### src/tcw_pkg.sv
package tcw_pkg;

  // Screen geometry
  localparam int COLUMNS    = 80;
  localparam int ROWS       = 25;
  localparam int CELL_COUNT = COLUMNS * ROWS;
  localparam int COPY_COUNT = (ROWS - 1) * COLUMNS;

  localparam int ADDR_W = $clog2(CELL_COUNT);
  localparam int ROW_W  = $clog2(ROWS);
  localparam int COL_W  = $clog2(COLUMNS + 1);

  // Command codes
  localparam logic [1:0] CMD_PUT   = 2'd0;
  localparam logic [1:0] CMD_CLEAR = 2'd1;
  localparam logic [1:0] CMD_READ  = 2'd2;

  // Character codes and attribute reset
  localparam logic [7:0] CHAR_NEWLINE = 8'd10;
  localparam logic [7:0] CHAR_RETURN  = 8'd13;
  localparam logic [7:0] CHAR_SPACE   = 8'h20;
  localparam logic [7:0] ATTR_RESET   = 8'h07;

  // Register index (paddr[2])
  localparam logic REG_TEXT_ATTR = 1'b0;

  // Screen write source
  localparam logic [2:0] WR_NONE     = 3'd0;
  localparam logic [2:0] WR_IN_CHAR  = 3'd1;
  localparam logic [2:0] WR_LAT_CHAR = 3'd2;
  localparam logic [2:0] WR_BLANK    = 3'd3;
  localparam logic [2:0] WR_ZERO     = 3'd4;

  // Cursor update
  localparam logic [2:0] CUR_HOLD     = 3'd0;
  localparam logic [2:0] CUR_COL0     = 3'd1;
  localparam logic [2:0] CUR_NEXT_ROW = 3'd2;
  localparam logic [2:0] CUR_COL_INC  = 3'd3;
  localparam logic [2:0] CUR_HOME     = 3'd4;

  typedef struct packed {
    logic [1:0]  cmd;
    logic [7:0]  char_code;
    logic [10:0] cell_index;
  } in_item_t;

  typedef struct packed {
    logic [15:0] cell_value;
    logic [4:0]  cursor_row;
    logic [6:0]  cursor_col;
  } out_item_t;

  typedef struct packed {
    logic       accept;
    logic       rd_cell;
    logic       copy_rd;
    logic       sweep_clr;
    logic       sweep_inc;
    logic [2:0] wr_sel;
    logic [2:0] cur_op;
    logic       load_out;
  } tcw_cmd_t;

  typedef struct packed {
    logic wrap_pending;
    logic row_bottom;
    logic copy_end;
    logic sweep_last;
    logic out_free;
  } tcw_stat_t;

endpackage

### src/tcw_ctrl.sv
module tcw_ctrl import tcw_pkg::*; (
  input  logic      clk,
  input  logic      rst_n,
  input  logic      in_valid,
  input  in_item_t  in_data,
  output logic      in_stall,
  input  tcw_stat_t stat,
  output tcw_cmd_t  cmd
);

  localparam logic [2:0] S_INIT   = 3'd0;
  localparam logic [2:0] S_IDLE   = 3'd1;
  localparam logic [2:0] S_CLEAR  = 3'd2;
  localparam logic [2:0] S_SCROLL = 3'd3;
  localparam logic [2:0] S_FILL   = 3'd4;
  localparam logic [2:0] S_PUT    = 3'd5;
  localparam logic [2:0] S_DONE   = 3'd6;

  logic [2:0] state_r, state_nxt;
  logic       put_after_r, put_after_nxt;

  assign in_stall = state_r != S_IDLE;

  always_comb begin
    state_nxt     = state_r;
    put_after_nxt = put_after_r;
    cmd           = '0;
    cmd.wr_sel    = WR_NONE;
    cmd.cur_op    = CUR_HOLD;
    unique case (state_r)
      S_INIT: begin
        cmd.wr_sel = WR_ZERO;
        if (stat.sweep_last) begin
          state_nxt = S_IDLE;
        end else begin
          cmd.sweep_inc = 1'b1;
        end
      end
      S_IDLE: begin
        if (in_valid) begin
          cmd.accept = 1'b1;
          state_nxt  = S_DONE;
          priority if (in_data.cmd == CMD_PUT) begin
            priority if (in_data.char_code == CHAR_NEWLINE) begin
              if (stat.row_bottom) begin
                cmd.cur_op    = CUR_COL0;
                cmd.sweep_clr = 1'b1;
                put_after_nxt = 1'b0;
                state_nxt     = S_SCROLL;
              end else begin
                cmd.cur_op = CUR_NEXT_ROW;
              end
            end else if (in_data.char_code == CHAR_RETURN) begin
              cmd.cur_op = CUR_COL0;
            end else if (stat.wrap_pending) begin
              if (stat.row_bottom) begin
                cmd.cur_op    = CUR_COL0;
                cmd.sweep_clr = 1'b1;
                put_after_nxt = 1'b1;
                state_nxt     = S_SCROLL;
              end else begin
                cmd.cur_op = CUR_NEXT_ROW;
                state_nxt  = S_PUT;
              end
            end else begin
              cmd.wr_sel = WR_IN_CHAR;
              cmd.cur_op = CUR_COL_INC;
            end
          end else if (in_data.cmd == CMD_CLEAR) begin
            cmd.sweep_clr = 1'b1;
            cmd.cur_op    = CUR_HOME;
            state_nxt     = S_CLEAR;
          end else if (in_data.cmd == CMD_READ) begin
            cmd.rd_cell = 1'b1;
          end else begin
            state_nxt = S_DONE;
          end
        end
      end
      S_CLEAR: begin
        cmd.wr_sel = WR_BLANK;
        if (stat.sweep_last) begin
          state_nxt = S_DONE;
        end else begin
          cmd.sweep_inc = 1'b1;
        end
      end
      S_SCROLL: begin
        // last cycle only drains the copy write
        if (stat.copy_end) begin
          state_nxt = S_FILL;
        end else begin
          cmd.copy_rd   = 1'b1;
          cmd.sweep_inc = 1'b1;
        end
      end
      S_FILL: begin
        cmd.wr_sel = WR_BLANK;
        if (stat.sweep_last) begin
          state_nxt = put_after_r ? S_PUT : S_DONE;
        end else begin
          cmd.sweep_inc = 1'b1;
        end
      end
      S_PUT: begin
        cmd.wr_sel = WR_LAT_CHAR;
        cmd.cur_op = CUR_COL_INC;
        state_nxt  = S_DONE;
      end
      S_DONE: begin
        if (stat.out_free) begin
          cmd.load_out = 1'b1;
          state_nxt    = S_IDLE;
        end
      end
      default: state_nxt = S_IDLE;
    endcase
  end

  always_ff @(posedge clk) begin
    if (!rst_n) begin
      state_r     <= S_INIT;
      put_after_r <= 1'b0;
    end else begin
      state_r     <= state_nxt;
      put_after_r <= put_after_nxt;
    end
  end

endmodule

### config.mk
export PLATFORM = sky130hd
export DESIGN_NAME = tcw_ctrl
export DESIGN_NICKNAME = d
export VERILOG_FILES = /design/src/tcw_pkg.sv /design/src/tcw_ctrl.sv
export SDC_FILE = /design/constraint.sdc
export NUM_CORES = 1
export LEC_CHECK = 0
export ABC_AREA = 1
export BUFFER_PORTS_ARGS = -buffer_cell sky130_fd_sc_hd__buf_2
export CORE_ASPECT_RATIO = 1.2
export CORE_UTILIZATION = 34
export DETAILED_ROUTE_END_ITERATION = 10
export PLACE_DENSITY = 0.71
export RECOVER_POWER = 100
export SYNTH_ARGS = -nofsm -noshare
export SYNTH_HDL_FRONTEND = slang
export SYNTH_SLANG_ARGS = --single-unit
### constraint.sdc
create_clock -name clk -period 1.4 [get_ports clk]
set_clock_uncertainty 0.1 [all_clocks]
set_input_delay 0.14 -clock clk [delete_from_list [all_inputs] [get_ports clk]]
set_output_delay 0.14 -clock clk [all_outputs]
set_load 0.02 [all_outputs]
# Yosys cells after proc, flatten, opt, wreduce, memory -nomap -nowiden
# Cells that the tools add are included.
[classes]
addsub = 0
multipliers = 0
div_mod_pow = 0
order_cmp = 0
n_eq_ne = 20
shifts = 0
n_mux = 52
bitwise_logic = 0
reduce_logical = 7
[ops]
columns = ["op", "count"]
rows = [
  ["two-way mux 3 bit", 20],
  ["two-way mux 1 bit", 23],
  ["case mux 3 bit (7 select lines)", 1],
  ["equality test 8 x 4 -> 1 bit (second input constant)", 2],
  ["inequality test 2 bit (second input constant)", 8],
  ["case mux 3 bit (4 select lines)", 1],
  ["equality test 3 bit (second input constant)", 3],
  ["two-way mux 2 bit", 4],
  ["AND reduction 7 bit", 1],
  ["equality test 3 x 2 -> 1 bit (second input constant)", 2],
  ["two-way mux 6 bit", 1],
  ["case mux 3 bit (2 select lines)", 1],
  ["AND reduction 6 bit", 1],
  ["equality test 3 x 1 -> 1 bit (second input constant)", 1],
  ["zero test 3 bit", 1],
  ["inequality test 3 x 1 -> 1 bit (second input constant)", 1],
  ["inequality test 3 x 2 -> 1 bit (second input constant)", 1],
  ["OR reduction 3 bit", 1],
  ["equality test 2 x 1 -> 1 bit (second input constant)", 1],
  ["equality test 2 bit (second input constant)", 1],
  ["zero test 2 bit", 1],
  ["case mux 1 bit (2 select lines)", 1],
  ["nonzero test 2 bit", 1],
  ["OR reduction 2 bit", 1],
]
[word_totals]
reg_bits = 4
latch_bits = 0
mem_bits_rw = 0
romBits = 0
inputBits = 29
output_inout_bits = 13
mem_count = 0

# Logic depth before layout (Yosys ltp)
[depth]
word_depth = 7
depth_mapped = 11
mapped_depth_nobuf = 11

# Worst setup path before layout
# Ideal clock, no wire load.
[synth_path]
kind = "register to output"
from = "register state_r[0]"
to = "output port cmd[10] (netlist bit)"
arrival_ps = 1413
required_time_ps = 1160
path_slack_ps = -253
path_stages_with_launch = 7
cell_sequence = "dfxtp_1 inv_2 nor2_4 nand2_4 nor2_4 inv_2 nor3_1"
[synth_lines]
columns = ["element", "line_no", "rtl"]
rows = [
  ["from (decl)", "tcw_ctrl.sv:19", "logic [2:0] state_r, state_nxt;"],
  ["from (signal assigned)", "tcw_ctrl.sv:125", "state_r <= state_nxt;"],
  ["to (decl)", "tcw_ctrl.sv:8", "output tcw_cmd_t cmd"],
]

==> metrics.yaml <==
status:
  status: "finished with violations"
  failed_checks: "setup timing"
synth:
  ys_types: 19
  synth_compound_area_share_pct: 12.68
  synth_mux_area_share_pct: 0
  async_flop_share_pct: 0
  syn_area_sq_um: 533.0
  synth-seq-cells: 4
  synth-main-ff-cell: "dfxtp_1"
  synth_top_area_share_pct: 19.72
  syn_nets: 130
  netlist_top_cells_area: "nand2_1 20%, dfxtp_1 15%, inv_1 11%"
  synth_top_family_by_area: "simple AND/OR/NAND/NOR gates"
  ys_seq_area_share_pct: 15.02
  synth_area_per_cell_sq_um: 5.277
  synth_common_cells: "28 x nand2_1, 16 x inv_1, 13 x nor2_1, 6 x a21oi_1"
  syn_inst: 101
  synthAdderAreaFrac_pct: 0
  yosysMostFrequentCell: "nand2_1"
  synth_largest_area_cell: "nand2_1"
  synthXorXnorAreaFrac_pct: 0
  synth_edf_count: 0
  yosys.area_share.simple_pct: 54.93
  ys_warn_count: 0
timing:
  hold_violations: 0
  finalSetupViolations: 16
  setup_tns_ns: -3.368
  max_freq_ghz: 0.5689
  slew_headroom_pct: 84.39
  rsz0062_at_grt: "true"
  worst_slew_pin_slew_ns: 0.2331
  fin_crit_ns: 1.758
  timing.final.max_slew_violations: 0
  fin_ws_ns: -0.3576
  fin_crit_sh_pct: 125.5
power_and_ir_drop:
  p_switching_mw: 1.198
  power.density_nw_per_um2: 2069
  seqPwrFrac_pct: 10.3
  switching_share_pct: 51.15
  power_frac_clock_pct: 7.6
  ir_drop_v: 0.001108
  p_comb_share_pct: 82.1
  p_int_mw: 1.145
  leakage_nw: 0.5812
final_layout:
  area_growth_pct: 112.4
  final_area_sq_um: 1132
  num_antenna_cells: 0
  final_util_pct: 78.35
  finalNetCount: 183
  layout-drive-gt1-share_pct: 60.78
worst_setup_path:
  slowest_stage: "dfxtp_4"
  path_cells: "inv_4 > nor2_4 > nand2_4 > nor2_4 > inv_2 > nor2_4 > nand2_1 > o21ai_4 > buf_6"
  worstPathMaxFanout: 2
  worst_setup_path_end_kind: "output pin"
  crit_type: "flop to output pin"
  arrival_ns: 1.52
  cp_slowest_stage_delay_ns: 0.35
  cp_common_cell: "nor2_4"
  cp-start-kind: "flop"
  path_buf_inv: 3
  critPathTopFamily: "simple AND/OR/NAND/NOR gates"
  crit_required_ns: 1.16
clocking:
  cts_made_buffers: 3
  clk_latency_ns: 0.26
  cts-root-buf: "clkbuf_4"
  htreeDepth: 1
  clk_path_buf_depth: 2
  clk_pin_slew_ns: 0.06
  cts_hold_buf: 0
  clkSinkCount: 4
  cts_tree: "done"
job:
  maxCapViolCount: 0
grt:
  grt_pass1_wl_mm: 3.146
  grt_overflow: 0
  grt_max_degree: 7
  track_usage_pct: 25.90
  grt_pass1_vias: 830
  antenna_found_initial: 0
floorplan:
  die_w_um: 38.15
  num_rows: 15
  dieHeight_um: 45.38
  coreArea_sq_um: 1445
  die_area_sq_um: 1731
  start_util_pct: 36.88
  design.portCount: 42
drt:
  drt_iter0_markers: 28
  drt-total-wl_mm: 2.603
  firstDrtPassIters: 6
  wl_per_cell_um: 15.31
  dr_total_vias: 907
  drc_errors: 0
  viasPerCell: 5.335
  final_antenna_net_count: 0
placed_design:
  gp_congestion: 0.8305
  hpwlAfterDp_mm: 1.223
  placed_cell_area_sq_um: 840.8
  port_buffers: 30
worst_hold_path:
  hold_path_class: "primary input to flop"
path summary, 6_finish.rpt:
check	from	endpoint	slack (ns)	depth (start not counted)
max	state_r[0]	cmd[4]	-0.36	9
min	rst_n	put_after_r	0.06	3
max reg2reg	state_r[0]	put_after_r	-0.24	12
min reg2reg	put_after_r	put_after_r	0.43	2
sequential cells by signal (all words and copies together), names as in the netlist:
| register | cells |
|---|---|
| state_r | 3 |
| put_after_r | 1 |
through the flow:
stage | power, mW | hold WS (ns) | setup slack, ns | cells
3_5_place_dp | 1.417 | 0.3082 | -0.1534 | 159
5_1_grt | 2.456 | 0.06320 | -0.4375 | 170
6_report | 2.343 | 0.05985 | -0.3576 | 170
4_1_cts | 1.984 | 0.06142 | -0.2915 | 169
2_1_floorplan | 0.9854 | 0.1818 | -0.1294 | 101
3_3_place_gp | 1.408 | 0.3058 | -0.1222 | 159
layout make-up:
| cell class | instances | area [sq um] |
|---|---|---|
| multi-input combinational | 73 | 516.7 |
| inverter | 22 | 88.84 |
| timing repair buffer | 50 | 390.4 |
| clock buffer | 4 | 26.28 |
| tap | 17 | 21.27 |
| sequential | 4 | 88.84 |
| fill | 101 | 312.8 |
timing repair:
action / 4_1_cts / 5_1_grt
gates resized for setup: 38 / 29
cloned: 0 / 0
setup endpoints to repair: 15 / 16
buffers inserted: 6 / 3
pin swaps: 7 / 18
cells in the final DEF, fill, tap and decap left out, drive strengths merged:
cell | Yosys | final
a21oi | 6 | 6
and3 | 1 | 1
buf | 2 | 50
clkbuf | 0 | 4
clkinv | 1 | 1
dfxtp | 4 | 4
inv | 21 | 21
nand2 | 29 | 29
nand3 | 5 | 5
nand4 | 3 | 3
nor2 | 16 | 16
nor3 | 5 | 5
nor3b | 1 | 1
o211ai | 1 | 1
o21ai | 6 | 6
worst register-to-register path, delay by kind of cell (launching register included):
| family | cells | cell delay (ns) |
|---|---|---|
| buf+inv | 5 | 0.40 |
| compound gates | 2 | 0.17 |
| flops | 1 | 0.35 |
| simple gates | 5 | 0.54 |
routing by layer:
layer | vias to the layer above | global-route usage, % | share of wire (%)
met5 | - | 0 | 0
met4 | 0 | 17.86 | 6.9
met3 | 22 | 7.843 | 5.4
met2 | 59 | 46.78 | 51
met1 | 407 | 24.01 | 36
li1 | 419 | - | -
power groups by stage:
stage	Clock (mW)	Sequential, mW	Combinational (mW)
finish	0.179	0.242	1.92
global route	0.197	0.244	2.01
CTS	0.169	0.225	1.59
detailed placement	0	0.231	1.19
global placement	0	0.231	1.18
floorplan	0	0.201	0.784
kinds of logic after synthesis:
logic type	Yosys count
AOI/OAI and AO/OA	13
buffers and inverters	24
DFF	4
and+or+nand+nor	60
Note: power is estimated with default switching activity, not from simulation.
